## src/hw/rtl/tsa_pkg.sv

```systemverilog
// ----------------------------------------------------------------------------
// Telemetry stream admission package
// Shared constants, result codes, counter indexes and word types.
// ----------------------------------------------------------------------------
`default_nettype none

package tsa_pkg;

   localparam int MAX_STREAMS = 16;
   localparam int SLOT_W      = (MAX_STREAMS > 1) ? $clog2(MAX_STREAMS) : 1;
   localparam int CNT_W       = $clog2(MAX_STREAMS + 1);
   localparam logic [CNT_W-1:0] COUNT_FULL = CNT_W'(MAX_STREAMS);

   localparam int ID_W     = 64;
   localparam int KEY_W    = 2 * ID_W;
   localparam int SEQ_W    = 32;
   localparam int CTR_W    = 64;
   localparam int CIDX_W   = 4;
   localparam int NUM_CTRS = 2 ** CIDX_W;

   // Verdict codes.
   localparam logic [1:0] V_ACCEPTED = 2'd0;
   localparam logic [1:0] V_SKIPPED  = 2'd1;
   localparam logic [1:0] V_REFUSED  = 2'd2;

   // Reason codes.
   localparam logic [2:0] R_NONE      = 3'd0;
   localparam logic [2:0] R_MALFORMED = 3'd1;
   localparam logic [2:0] R_FULL      = 3'd2;
   localparam logic [2:0] R_UNKNOWN   = 3'd3;
   localparam logic [2:0] R_STALE     = 3'd4;
   localparam logic [2:0] R_AHEAD     = 3'd5;

   // Sequence classes.
   localparam logic [2:0] C_NONE    = 3'd0;
   localparam logic [2:0] C_FIRST   = 3'd1;
   localparam logic [2:0] C_NEXT    = 3'd2;
   localparam logic [2:0] C_GAP     = 3'd3;
   localparam logic [2:0] C_DUP     = 3'd4;
   localparam logic [2:0] C_REORDER = 3'd5;

   // Counter indexes, as seen by a counter read.
   localparam logic [CIDX_W-1:0] CI_ACCEPTED  = 4'd0;
   localparam logic [CIDX_W-1:0] CI_SKIPPED   = 4'd1;
   localparam logic [CIDX_W-1:0] CI_REFUSED   = 4'd2;
   localparam logic [CIDX_W-1:0] CI_MALFORMED = 4'd3;
   localparam logic [CIDX_W-1:0] CI_UNKNOWN   = 4'd4;
   localparam logic [CIDX_W-1:0] CI_STALE     = 4'd5;
   localparam logic [CIDX_W-1:0] CI_AHEAD     = 4'd6;
   localparam logic [CIDX_W-1:0] CI_FULL      = 4'd7;
   localparam logic [CIDX_W-1:0] CI_LOST      = 4'd8;
   localparam logic [CIDX_W-1:0] CI_STREAMS   = 4'd9;
   localparam logic [CIDX_W-1:0] CI_MISSING   = 4'd10;
   localparam logic [CIDX_W-1:0] CI_REORDER   = 4'd11;
   localparam logic [CIDX_W-1:0] CI_DUP       = 4'd12;

   typedef struct packed {
      logic              cmd;
      logic              well_formed;
      logic [ID_W-1:0]   source;
      logic [ID_W-1:0]   session;
      logic [SEQ_W-1:0]  seq;
      logic [31:0]       lost;
      logic [31:0]       generation;
      logic              is_sample;
      logic              required;
      logic              signal_known;
      logic [CIDX_W-1:0] counter_index;
   } req_type;

   typedef struct packed {
      logic [1:0]       verdict;
      logic [2:0]       reason;
      logic [2:0]       seq_class;
      logic [CTR_W-1:0] counter_value;
   } rsp_type;

   // Control from the sequencer to the counter bank.
   typedef struct packed {
      logic [CIDX_W-1:0] rd_addr;
      logic              add_en;
      logic [CIDX_W-1:0] add_addr;
      logic [CTR_W-1:0]  addend;
   } ctr_ctl_type;

endpackage

`default_nettype wire

```

## src/hw/rtl/tsa_ram.sv

```systemverilog
// ----------------------------------------------------------------------------
// Generic RAM
// One write port and one read port with registered read data.
// ----------------------------------------------------------------------------
`default_nettype none

module tsa_ram #(
   parameter int WIDTH = 32,
   parameter int DEPTH = 16,
   localparam int AW = (DEPTH > 1) ? $clog2(DEPTH) : 1
) (
   input  wire logic             clock,
   input  wire logic             wr_en,
   input  wire logic [AW-1:0]    wr_addr,
   input  wire logic [WIDTH-1:0] wr_data,
   input  wire logic [AW-1:0]    rd_addr,
   output logic      [WIDTH-1:0] rd_data
);

   logic [WIDTH-1:0] mem_ff [DEPTH];
   logic [WIDTH-1:0] rd_data_ff;

   always_ff @(posedge clock) begin
      if (wr_en) begin
         mem_ff[wr_addr] <= wr_data;
      end
      rd_data_ff <= mem_ff[rd_addr];
   end

   assign rd_data = rd_data_ff;

endmodule

`default_nettype wire

```

## src/hw/rtl/tsa_ctr_bank.sv

```systemverilog
// ----------------------------------------------------------------------------
// Counter bank
// Event counters and totals in a RAM, updated by one shared 64-bit adder.
// ----------------------------------------------------------------------------
`default_nettype none

module tsa_ctr_bank (
   input  wire logic                 clock,
   input  wire logic                 reset,
   input  wire tsa_pkg::ctr_ctl_type ctl,
   output logic [tsa_pkg::CTR_W-1:0] rd_value
);

   import tsa_pkg::*;

   logic [NUM_CTRS-1:0] valid_ff;
   logic [NUM_CTRS-1:0] valid_in;
   logic                rd_valid_ff;
   logic                rd_valid_in;
   logic [CTR_W-1:0]    ram_rdata;
   logic [CTR_W-1:0]    sum;

   // A counter never written reads as zero.
   assign rd_value = rd_valid_ff ? ram_rdata : '0;
   assign sum      = rd_value + ctl.addend;

   always_comb begin
      valid_in    = valid_ff;
      rd_valid_in = valid_ff[ctl.rd_addr];
      if (ctl.add_en) begin
         valid_in[ctl.add_addr] = 1'b1;
      end
   end

   always_ff @(posedge clock) begin
      if (reset) begin
         valid_ff    <= '0;
         rd_valid_ff <= 1'b0;
      end else begin
         valid_ff    <= valid_in;
         rd_valid_ff <= rd_valid_in;
      end
   end

   tsa_ram #(
      .WIDTH (CTR_W),
      .DEPTH (NUM_CTRS)
   ) u_ctr_ram (
      .clock   (clock),
      .wr_en   (ctl.add_en),
      .wr_addr (ctl.add_addr),
      .wr_data (sum),
      .rd_addr (ctl.rd_addr),
      .rd_data (ram_rdata)
   );

   // An add always follows a read of the same counter.
   a_add_after_read : assert property (@(posedge clock) disable iff (reset)
      ctl.add_en |-> ctl.add_addr == $past(ctl.rd_addr))
      else $error("counter add without a read of the same counter");

endmodule

`default_nettype wire

```

## src/hw/rtl/telemetry_stream_admission.sv

```systemverilog
// ----------------------------------------------------------------------------
// Telemetry stream admission
// Looks up each envelope in a growing stream table, classifies its sequence
// number against the stream watermark and keeps event counters.
// ----------------------------------------------------------------------------
//
//   Channel   Ports                         Moves
//   request   req_valid/req_ready/req_data  one envelope or counter read
//   response  rsp_valid/rsp_ready/rsp_data  one verdict or counter value
//   config    csr_valid/csr_ready/csr_data  live generation, always ready
//
// A counter read passes a read and a wait state to the result register.
// An envelope scans up to N entries, N being the number of streams in the
// table: the table RAM is scanned one entry a cycle, then each counter
// update takes a read and a write step on the shared adder. A malformed
// envelope skips the scan. Reset clears the control state and the counts.
// A finished word waits in the result register; the next word is taken
// while it waits, and a second result waits until the first is taken.
`default_nettype none

module telemetry_stream_admission (
   input  wire logic             clock,
   input  wire logic             reset,
   input  wire logic             req_valid,
   output logic                  req_ready,
   input  wire tsa_pkg::req_type req_data,
   output logic                  rsp_valid,
   input  wire logic             rsp_ready,
   output tsa_pkg::rsp_type      rsp_data,
   input  wire logic             csr_valid,
   output logic                  csr_ready,
   input  wire logic [31:0]      csr_data
);

   import tsa_pkg::*;

   typedef enum logic [7:0] {
      S_IDLE     = 8'b0000_0001,
      S_LOOKUP   = 8'b0000_0010,
      S_CLASSIFY = 8'b0000_0100,
      S_UPD_RD   = 8'b0000_1000,
      S_UPD_WR   = 8'b0001_0000,
      S_CNT_RD   = 8'b0010_0000,
      S_CNT_WAIT = 8'b0100_0000,
      S_DONE     = 8'b1000_0000
   } state_type;

   state_type           state_ff, state_in;
   req_type             item_ff, item_in;
   rsp_type             res_ff, res_in;
   rsp_type             rsp_data_ff, rsp_data_in;
   logic                rsp_valid_ff, rsp_valid_in;
   logic [31:0]         live_gen_ff, live_gen_in;
   logic [CNT_W-1:0]    count_ff, count_in;
   logic [CNT_W-1:0]    scan_idx_ff, scan_idx_in;
   logic                rd_pend_ff, rd_pend_in;
   logic [SLOT_W-1:0]   cmp_slot_ff, cmp_slot_in;
   logic [SLOT_W-1:0]   slot_ff, slot_in;
   logic                found_ff, found_in;
   logic [SEQ_W-1:0]    wm_ff, wm_in;
   logic [SEQ_W-1:0]    miss_ff, miss_in;
   logic [NUM_CTRS-1:0] pend_ff, pend_in;
   logic [CIDX_W-1:0]   upd_idx_ff, upd_idx_in;

   logic [KEY_W-1:0]    key_rdata;
   logic [SEQ_W-1:0]    wm_rdata;
   logic [CTR_W-1:0]    ctr_value;
   logic                key_hit;
   logic                full_now;
   logic [SEQ_W-1:0]    seq_dist;
   logic [CIDX_W-1:0]   upd_pick;
   logic                key_we;
   logic                wm_we;
   logic [SLOT_W-1:0]   new_slot;
   logic [SLOT_W-1:0]   wm_waddr;
   ctr_ctl_type         ctr_ctl;

   assign req_ready = (state_ff == S_IDLE);
   assign rsp_valid = rsp_valid_ff;
   assign rsp_data  = rsp_data_ff;
   assign csr_ready = 1'b1;

   assign seq_dist = item_ff.seq - wm_ff;
   assign full_now = !found_ff && (count_ff == COUNT_FULL);
   assign key_hit  = rd_pend_ff && (key_rdata == {item_ff.source, item_ff.session});
   assign new_slot = count_ff[SLOT_W-1:0];

   // A new stream takes the next free entry and starts its watermark there.
   // An existing stream moves its watermark only when the distance is forward.
   assign key_we   = (state_ff == S_CLASSIFY) && !found_ff && !full_now;
   assign wm_we    = key_we || ((state_ff == S_CLASSIFY) && found_ff &&
                                (seq_dist != '0) && !seq_dist[SEQ_W-1]);
   assign wm_waddr = found_ff ? slot_ff : new_slot;

   always_comb begin
      upd_pick = '0;
      for (int i = NUM_CTRS - 1; i >= 0; i--) begin
         if (pend_ff[i]) begin
            upd_pick = CIDX_W'(i);
         end
      end
   end

   always_comb begin
      ctr_ctl.rd_addr  = (state_ff == S_CNT_RD) ? item_ff.counter_index : upd_pick;
      ctr_ctl.add_en   = (state_ff == S_UPD_WR);
      ctr_ctl.add_addr = upd_idx_ff;
      if (upd_idx_ff == CI_LOST) begin
         ctr_ctl.addend = CTR_W'(item_ff.lost);
      end else if (upd_idx_ff == CI_MISSING) begin
         ctr_ctl.addend = CTR_W'(miss_ff);
      end else begin
         ctr_ctl.addend = CTR_W'(1);
      end
   end

   always_comb begin
      state_in     = state_ff;
      item_in      = item_ff;
      res_in       = res_ff;
      rsp_data_in  = rsp_data_ff;
      rsp_valid_in = rsp_valid_ff && !rsp_ready;
      live_gen_in  = csr_valid ? csr_data : live_gen_ff;
      count_in     = count_ff;
      scan_idx_in  = scan_idx_ff;
      rd_pend_in   = rd_pend_ff;
      cmp_slot_in  = cmp_slot_ff;
      slot_in      = slot_ff;
      found_in     = found_ff;
      wm_in        = wm_ff;
      miss_in      = miss_ff;
      pend_in      = pend_ff;
      upd_idx_in   = upd_idx_ff;

      case (state_ff)
         S_IDLE: begin
            if (req_valid) begin
               item_in     = req_data;
               res_in      = '0;
               pend_in     = '0;
               scan_idx_in = '0;
               rd_pend_in  = 1'b0;
               if (req_data.cmd) begin
                  state_in = S_CNT_RD;
               end else if (!req_data.well_formed) begin
                  res_in.verdict        = V_REFUSED;
                  res_in.reason         = R_MALFORMED;
                  pend_in[CI_MALFORMED] = 1'b1;
                  pend_in[CI_REFUSED]   = 1'b1;
                  state_in              = S_UPD_RD;
               end else begin
                  state_in = S_LOOKUP;
               end
            end
         end
         S_LOOKUP: begin
            // One table read is issued per cycle; its data is compared in the cycle after.
            if (key_hit) begin
               found_in = 1'b1;
               slot_in  = cmp_slot_ff;
               wm_in    = wm_rdata;
               state_in = S_CLASSIFY;
            end else if (scan_idx_ff == count_ff) begin
               found_in = 1'b0;
               state_in = S_CLASSIFY;
            end else begin
               rd_pend_in  = 1'b1;
               cmp_slot_in = scan_idx_ff[SLOT_W-1:0];
               scan_idx_in = scan_idx_ff + 1'b1;
            end
         end
         S_CLASSIFY: begin
            state_in = S_UPD_RD;
            if (full_now) begin
               res_in.verdict      = V_REFUSED;
               res_in.reason       = R_FULL;
               pend_in[CI_FULL]    = 1'b1;
               pend_in[CI_REFUSED] = 1'b1;
            end else begin
               pend_in[CI_LOST] = 1'b1;
               if (!found_ff) begin
                  res_in.seq_class = C_FIRST;
                  count_in         = count_ff + 1'b1;
               end else if (seq_dist == '0) begin
                  res_in.seq_class = C_DUP;
                  pend_in[CI_DUP]  = 1'b1;
               end else if (!seq_dist[SEQ_W-1]) begin
                  res_in.seq_class    = (seq_dist == SEQ_W'(1)) ? C_NEXT : C_GAP;
                  miss_in             = seq_dist - 1'b1;
                  pend_in[CI_MISSING] = 1'b1;
               end else begin
                  res_in.seq_class    = C_REORDER;
                  pend_in[CI_REORDER] = 1'b1;
               end

               if (item_ff.is_sample && !item_ff.signal_known) begin
                  res_in.reason = R_UNKNOWN;
                  if (item_ff.required) begin
                     res_in.verdict      = V_REFUSED;
                     pend_in[CI_UNKNOWN] = 1'b1;
                     pend_in[CI_REFUSED] = 1'b1;
                  end else begin
                     res_in.verdict      = V_SKIPPED;
                     pend_in[CI_SKIPPED] = 1'b1;
                  end
               end else if ((item_ff.generation != '0) &&
                            (item_ff.generation < live_gen_ff)) begin
                  res_in.verdict      = V_REFUSED;
                  res_in.reason       = R_STALE;
                  pend_in[CI_STALE]   = 1'b1;
                  pend_in[CI_REFUSED] = 1'b1;
               end else if ((item_ff.generation != '0) &&
                            (item_ff.generation > live_gen_ff)) begin
                  res_in.verdict      = V_REFUSED;
                  res_in.reason       = R_AHEAD;
                  pend_in[CI_AHEAD]   = 1'b1;
                  pend_in[CI_REFUSED] = 1'b1;
               end else begin
                  res_in.verdict       = V_ACCEPTED;
                  pend_in[CI_ACCEPTED] = 1'b1;
               end
            end
         end
         S_UPD_RD: begin
            if (pend_ff == '0) begin
               state_in = S_DONE;
            end else begin
               upd_idx_in = upd_pick;
               state_in   = S_UPD_WR;
            end
         end
         S_UPD_WR: begin
            pend_in[upd_idx_ff] = 1'b0;
            state_in            = S_UPD_RD;
         end
         S_CNT_RD: begin
            state_in = S_CNT_WAIT;
         end
         S_CNT_WAIT: begin
            if (item_ff.counter_index == CI_STREAMS) begin
               res_in.counter_value = CTR_W'(count_ff);
            end else begin
               res_in.counter_value = ctr_value;
            end
            state_in = S_DONE;
         end
         S_DONE: begin
            if (!rsp_valid_ff || rsp_ready) begin
               rsp_data_in  = res_ff;
               rsp_valid_in = 1'b1;
               state_in     = S_IDLE;
            end
         end
         default: begin
            state_in = S_IDLE;
         end
      endcase
   end

   always_ff @(posedge clock) begin
      if (reset) begin
         state_ff     <= S_IDLE;
         rsp_valid_ff <= 1'b0;
         live_gen_ff  <= '0;
         count_ff     <= '0;
         rd_pend_ff   <= 1'b0;
         pend_ff      <= '0;
      end else begin
         state_ff     <= state_in;
         rsp_valid_ff <= rsp_valid_in;
         live_gen_ff  <= live_gen_in;
         count_ff     <= count_in;
         rd_pend_ff   <= rd_pend_in;
         pend_ff      <= pend_in;
      end
   end

   always_ff @(posedge clock) begin
      item_ff     <= item_in;
      res_ff      <= res_in;
      rsp_data_ff <= rsp_data_in;
      scan_idx_ff <= scan_idx_in;
      cmp_slot_ff <= cmp_slot_in;
      slot_ff     <= slot_in;
      found_ff    <= found_in;
      wm_ff       <= wm_in;
      miss_ff     <= miss_in;
      upd_idx_ff  <= upd_idx_in;
   end

   tsa_ram #(
      .WIDTH (KEY_W),
      .DEPTH (MAX_STREAMS)
   ) u_key_ram (
      .clock   (clock),
      .wr_en   (key_we),
      .wr_addr (new_slot),
      .wr_data ({item_ff.source, item_ff.session}),
      .rd_addr (scan_idx_ff[SLOT_W-1:0]),
      .rd_data (key_rdata)
   );

   tsa_ram #(
      .WIDTH (SEQ_W),
      .DEPTH (MAX_STREAMS)
   ) u_wm_ram (
      .clock   (clock),
      .wr_en   (wm_we),
      .wr_addr (wm_waddr),
      .wr_data (item_ff.seq),
      .rd_addr (scan_idx_ff[SLOT_W-1:0]),
      .rd_data (wm_rdata)
   );

   tsa_ctr_bank u_ctr_bank (
      .clock    (clock),
      .reset    (reset),
      .ctl      (ctr_ctl),
      .rd_value (ctr_value)
   );

   a_count_bound : assert property (@(posedge clock) disable iff (reset)
      count_ff <= COUNT_FULL)
      else $error("stream count beyond table size");

   a_scan_bound : assert property (@(posedge clock) disable iff (reset)
      (state_ff == S_LOOKUP) |-> scan_idx_ff <= count_ff)
      else $error("table scan ran past the last stream");

   a_new_stream : assert property (@(posedge clock) disable iff (reset)
      (state_ff == S_CLASSIFY && !found_ff && !full_now)
      |=> count_ff == $past(count_ff) + 1'b1)
      else $error("new stream did not take a table entry");

   a_update_pending : assert property (@(posedge clock) disable iff (reset)
      (state_ff == S_UPD_WR) |-> pend_ff[upd_idx_ff])
      else $error("counter update without a pending request");

   a_result_load : assert property (@(posedge clock) disable iff (reset)
      $rose(rsp_valid_ff) |-> $past(state_ff) == S_DONE)
      else $error("result shown outside the done step");

endmodule

`default_nettype wire
```

## config.mk

```make
export PLATFORM = sky130hd
export DESIGN_NAME = telemetry_stream_admission
export DESIGN_NICKNAME = d
export VERILOG_FILES = /design/src/hw/rtl/tsa_pkg.sv /design/src/hw/rtl/tsa_ram.sv /design/src/hw/rtl/tsa_ctr_bank.sv /design/src/hw/rtl/telemetry_stream_admission.sv
export SDC_FILE = /design/constraint.sdc
export NUM_CORES = 2
export LEC_CHECK = 0
export BUFFER_PORTS_ARGS = -buffer_cell sky130_fd_sc_hd__buf_2
export CAP_MARGIN = 20
export CORE_AREA = 2 2 613 615
export CTS_CLUSTER_SIZE = 24
export DETAILED_ROUTE_END_ITERATION = 12
export DIE_AREA = 0 0 615 617
export SETUP_SLACK_MARGIN = 0.5
export SYNTH_ARGS = -nofsm -noshare
export SYNTH_HDL_FRONTEND = slang
export SYNTH_SLANG_ARGS = --single-unit
```

## constraint.sdc

```tcl
create_clock -name clock -period 15.8 [get_ports clock]
set_clock_uncertainty 0.2 [all_clocks]
set_input_delay 0 -clock clock [delete_from_list [all_inputs] [get_ports clock]]
set_output_delay 0 -clock clock [all_outputs]
set_load 0.02 [all_outputs]
```

# --- Word-level counts from Yosys, hierarchy flattened ---
# Memory sizes are Yosys's and may differ from the RTL's. A register that Yosys moved wholly into a read port is not among the register bits.
# Index checks and enable logic that the tools add are counted.
totals:
  register_bits: 537
  ramBits: 3584
  input_bits: 270
  output_inout_bits: 75
  elab_cells: 260
  mem_count: 3
classes:
  addsub: 5
  order_cmp: 5
  eq_ne: 37
  n_mux: 100
  bitwise_logic: 10
  n_reduce_logical: 57
mem_list:
  columns: ["name", "depth", "width", "read_ports", "rd_ports_with_merged_regs", "wr", "line_no", "rtl"]
  rows:
  - ["u_key_ram.mem_ff", 16, 128, 1, 1, 1, "tsa_ram.sv:20", "logic [WIDTH-1:0] mem_ff [DEPTH];"]
  - ["u_ctr_bank.u_ctr_ram.mem_ff", 16, 64, 1, 1, 1, "tsa_ram.sv:20", null]
  - ["u_wm_ram.mem_ff", 16, 32, 1, 1, 1, "tsa_ram.sv:20", null]
op_table:
  columns: ["operator", "count"]
  rows:
  - ["128-bit == test", 1]
  - ["64-bit two-way mux", 2]
  - ["64-bit case mux with 2 select lines", 1]
  - ["4-bit two-way mux", 19]
  - ["72-bit two-way mux", 1]
  - ["64-bit by 32-bit adder with 64-bit output", 1]
  - ["32-bit two-way mux", 2]
  - ["32-bit nonzero test", 2]
  - ["8-bit case mux with 7 select lines", 1]
  - ["5-bit two-way mux", 8]
  - ["8-bit two-way mux", 5]
  - ["1-bit two-way mux", 33]
  - ["32-bit by 1-bit == test with 1-bit output (second input constant)", 1]
  - ["32-bit > comparator", 1]
  - ["32-bit logical NOT", 1]
  - ["32-bit < comparator", 1]
  - ["32-bit by 1-bit subtractor with 32-bit output (second input constant)", 1]
  - ["32-bit subtractor", 1]
  - ["2-bit inequality test (second input constant)", 15]
  - ["5-bit AND reduction", 5]
  - ["3-bit two-way mux", 8]
  - ["6-bit AND reduction", 4]
  - ["3-bit AND reduction", 7]
  - ["3-bit case mux with 3 select lines", 2]
  - ["other kinds (41)", 91]

# --- Logic depth before layout (Yosys ltp) ---
depth:
  ltp_word: 19
  mapped_depth: 18
  ltp_nobuf: 15

# --- By module ---
# Synthesis repeated with hierarchy kept, for this count alone.
hier_totals:
  cells_unflattened: 8274
  area_unflattened_um2: 166549.7
by_module_without_submodules:
  columns: ["mod", "instances", "cells_per_inst", "area_per_inst_um2", "seq_area_each_um2"]
  rows:
  - ["tsa_ram at u_key_ram", 1, 3365, 79331.1, 64061.4]
  - ["tsa_ram at u_ctr_bank.u_ctr_ram", 1, 1647, 39581.7, 32030.7]
  - ["telemetry_stream_admission", 1, 1751, 23073.4, 14984.4]
  - ["tsa_ram at u_wm_ram", 1, 838, 19835.3, 16015.4]
  - ["tsa_ctr_bank", 1, 673, 4728.3, 340.3]

# --- Least setup slack after synthesis ---
# No wires, ideal clock.
synth_timing:
  path_kind: "register to register"
  from: "reg state_ff[7]"
  to: "mem u_key_ram.mem_ff[3][0] (netlist name), enable pin"
  setup_ps: 772
  t_arrival_ps: 10305
  t_required_ps: 14828
  setup_slack_ps: 4524
  stages_incl_launch_ff: 7
  path_buffers: 1
  synth_period_minus_slack_ps: 11276
  cell_sequence: "dfxtp_1 nor4_1 nand4b_1 nor2b_1 clkbuf_1 nand2_1 nor3_1"
synth_between:
  elab_chain_len: 5
synth_rtl:
  columns: ["item", "line_no", "rtl"]
  rows:
  - ["start, declared", "telemetry_stream_admission.sv:48", "state_type state_ff, state_in;"]
  - ["start signal, assigned", "telemetry_stream_admission.sv:269", "state_ff <= state_in;"]
  - ["8-bit by 3-bit == test with 1-bit output", "telemetry_stream_admission.sv:90", "assign key_we = (state_ff == S_CLASSIFY) && !found_ff && !full_now;"]
  - ["1-bit logical AND (2 in a row)", "telemetry_stream_admission.sv:90", null]
  - ["1-bit two-way mux", "tsa_ram.sv:24", "if (wr_en) begin"]
  - ["1-bit two-way mux (implied by the code)", "tsa_ram.sv:25", "mem_ff[wr_addr] <= wr_data;"]
  - ["end, declared", "tsa_ram.sv:20", null]
# Every way passes these cells.

# --- Worst setup path in the final report ---
layout_timing:
  from: "reg item_ff[200] (netlist name)"
  to: "reg wm_ff[30], enable pin"
layout_between:
  elab_chain_len: 3
layout_rtl:
  columns: ["item", "line_no", "rtl"]
  rows:
  - ["start, declared", "telemetry_stream_admission.sv:49", "req_type item_ff, item_in;"]
  - ["start signal, assigned", "telemetry_stream_admission.sv:279", "item_ff <= item_in;"]
  - ["128-bit == test", "telemetry_stream_admission.sv:85", "assign key_hit = rd_pend_ff && (key_rdata == {item_ff.source, item_ff.session});"]
  - ["1-bit logical AND", "telemetry_stream_admission.sv:85", null]
  - ["net key_hit", "telemetry_stream_admission.sv:68", "logic key_hit;"]
  - ["2-bit AND reduction (no source line)", null, null]
  - ["end signal, assigned", "telemetry_stream_admission.sv:286", "wm_ff <= wm_in;"]
  - ["end, declared", "telemetry_stream_admission.sv:60", "logic [SEQ_W-1:0] wm_ff, wm_in;"]
# The timed path passes the listed nets, and every way through them passes these cells.
# A chain may end at the register's enable or synchronous reset.

==> results.toml <==
[placed_design]
dp_hpwl_um = 234000
port_buffers = 343
gp_congestion = 0.925
dp.cells = 13700

[cells_and_area]
seq_area_sq_um = 127000
nets = 10200
multi_input_area_sq_um = 37800
fillers = 29100
finalNonFillerCells = 15200
syn2layout_area_growth_pct = 17.5
drive_gt1_frac = 0.215

[timing]
rsz0062_at_grt = "no"
timing.fmax_mhz = 164
relSlewSlack = 0.186
worstMarginPinSlew_ns = 1.22
slew_violations = 0
hold_viol = 0
period_minus_slack_ns = 6.10
post-route-period-util = 0.386
tns_ns = 0
setup_viol = 0

[global_routing]
grt_usage = 0.227
grt_pass1_wl_um = 628000
grtUsageMet3 = 0.0291
antenna_found_initial = 37
global_route.usage.met1 = 0.308
overflow = 0
grt_use_met2 = 0.377
grt-busiest-layer = "met2"
grt_pass1_vias = 88700
grt_max_degree = 203

[floorplanning]
dieArea_sq_um = 379000
io-pin-count = 345
coreArea_sq_um = 374000
die_w_um = 615
die_h_um = 617
start_util = 0.448
num_rows = 225

[logic_synthesis]
synth_edf_count = 4041
synth_cells = 8643
synth_seq_cells = 4345
netlist_area_sq_um = 167000
yosys.cell_types.count = 99
ys_async_sr_fraction = 0
yosysMostFrequentCell = "edfxtp_1"
yosysTopAreaCell = "edfxtp_1"
ys_seq_area_frac = 0.762
yosys.area.top_type_share = 0.726
syn-num-nets = 9017
ys_top_cells_by_count = "4041 x edfxtp_1, 802 x mux4_2, 547 x nand2_1, 338 x clkbuf_1, 304 x dfxtp_1"
synthTopCellsByArea = "edfxtp_1 73%, mux4_2 11%, dfxtp_1 3.6%, nand2_1 1.2%, mux2i_1 1.2%"
syn_avg_cell_area_sq_um = 19.3
synthFlopType = "edfxtp_1"
ys.warnings.count = 0

[min_path]
min_to = "item_ff[159]$_DFFE_PP_"
holdCritPathClass = "in2reg"
hold_path_startpoint = "req_data[159]"
holdPathStages = 3

[worst_setup_path]
ff2ff_path_depth = 8
cp.arrival_ns = 6.48
start_kind = "flip-flop"
cp.required_ns = 16.18
reg2reg_slack_ns = 9.70
crit_type = "reg2reg"
worstSetupEndpointType = "flip-flop"
cp_max_fo = 36
reg2reg_to = "wm_ff[30]$_DFFE_PP_"
rr_startpoint = "item_ff[200]$_DFFE_PP_"

[power]
power_density_nw_per_um2 = 134
max-vdd-ir-drop_mv = 0.0954
leakage_nw = 64.3

[clock_tree]
cts_inserted_buffers = 431
cts_tree = "done"
clk_pin_slew_ns = 0.06
cts_resized = 0
cts_max_level = 5
clock_path_buffers = 4
cts.sinks = 4345
clock_latency_ns = 1.00
cts_root_buffer = "clkbuf_16"

[routing]
drtIter0Drc = 9457
totalWireLength_um = 439000
wl_per_cell_um = 28.9
antenna_left = 0
drt-vias-per-instance = 5.84
firstDrtPassIters = 6
drc = 0
vias = 88600

[outcome]
run_status = "completed"

[job]
drv_cap = 0
-- report_power, final --
part | switching, mW | total [mW] | internal [mW]
sequential | 0.394 | 13.4 | 13.0
clock | 4.32 | 10.4 | 6.09
combinational | 1.43 | 2.50 | 1.08
total | 6.14 | 26.3 | 20.1
-- layer usage --
| layer | up-vias | wire length (um) |
|---|---|---|
| met2 | 3432 | 216000 |
| met1 | 47000 | 178000 |
| li1 | 37400 | - |
| met4 | 10 | 17300 |
| met3 | 781 | 27400 |
| met5 | - | 66 |
-- layout by cell type, fill, tap and decap left out, drive strengths merged, types with 42 or more instances in the layout --
cell type,n
edfxtp,4041
mux4,802
dlygate4sd3,604
clkbuf,590
nand2,547
buf,536
dfxtp,304
and2,241
nor2,232
a211oi,217
inv,207
mux2i,193
clkinv,157
a31oi,150
a21oi,103
ha,102
xor2,84
and3,83
xnor2,71
mux2,68
o32ai,68
a221o,65
o21ai,64
nand3,58
nor3,53
nand4,46
bufinv,42
-- what timing repair did --
action                                 4_1_cts  5_1_grt
endpoints found under the hold margin      335        0
hold buffers                               605        0
setup buffers                                0        0
-- layout make-up --
type / instances / area share
flip-flops and latches: 4345 / 0.649
diodes: 21 / 0.000268
well taps: 4994 / 0.0318
repair buffers: 1143 / 0.0488
multi-input cells: 3664 / 0.193
inverters: 196 / 0.00378
clock inverters: 227 / 0.0118
clock buffers: 587 / 0.0621
-- worst max path at each step --
stage / start / endpoint / cells after the start
3_3_place_gp: item_ff[200]$_DFFE_PP_ / wm_ff[20]$_DFFE_PP_ / 8
6_report: item_ff[200]$_DFFE_PP_ / wm_ff[30]$_DFFE_PP_ / 8
2_1_floorplan: state_ff[7]$_SDFFE_PP0P_ / u_key_ram.mem_ff[3][0]$_DFFE_PP_ / 6
4_1_cts: item_ff[200]$_DFFE_PP_ / wm_ff[30]$_DFFE_PP_ / 8
3_5_place_dp: item_ff[200]$_DFFE_PP_ / wm_ff[20]$_DFFE_PP_ / 8
5_1_grt: item_ff[200]$_DFFE_PP_ / wm_ff[30]$_DFFE_PP_ / 8
-- stage by stage --
step | setup slack, ns | hold WS [ns] | instance area [sq um] | total power, mW | utilization
floorplan | 4.52 | -0.101 | 167000 | 15.1 | -
global placement | 9.80 | -0.0229 | 175000 | 15.9 | 0.470
detailed placement | 9.70 | -0.0219 | 175000 | 16.0 | 0.470
CTS | 9.62 | 0.00275 | 196000 | 26.4 | 0.525
global route | 9.65 | 0.0389 | 196000 | 27.1 | 0.526
finish | 9.70 | 0.0624 | 196000 | 26.3 | 0.526
-- kinds of logic after synthesis --
logic type / count (synthesis) / synth area share
muxes: 1063 / 0.124
adders and majority gates: 104 / 0.00787
other: 1 / 0.0000224
AOI/OAI and AO/OA: 918 / 0.0410
xor gates and xnor gates: 155 / 0.00812
buffers and inverters: 634 / 0.0147
and+or+nand+nor: 1423 / 0.0420
DFF: 4345 / 0.762
-- critical path, cell delays in order (launching register included) --
cell      delay (ns)
edfxtp_1        0.67
xor2_1          0.26
nor4_1          0.95
nand4_1         0.54
nor4_1          0.91
nand3_1         0.40
nor4_2          0.91
nor2b_4         0.28
buf_4           0.51
-- sequential cells by signal, indices dropped and copies added, names as in the netlist, 4 cells and up --
register / flops
rsp_data: 72
slot_ff: 4
cmp_slot_ff: 4
count_ff: 5
upd_idx_ff: 4
u_wm_ram.mem_ff: 512
live_gen_ff: 32
u_key_ram.mem_ff: 2048
u_key_ram.rd_data: 128
u_ctr_bank.valid_ff: 16
wm_ff: 32
item_ff: 231
state_ff: 8
miss_ff: 32
res_ff: 72
pend_ff: 16
scan_idx_ff: 5
u_wm_ram.rd_data: 32
u_ctr_bank.u_ctr_ram.mem_ff: 1024
u_ctr_bank.u_ctr_ram.rd_data: 64
Power figures use the tool's default switching activity.
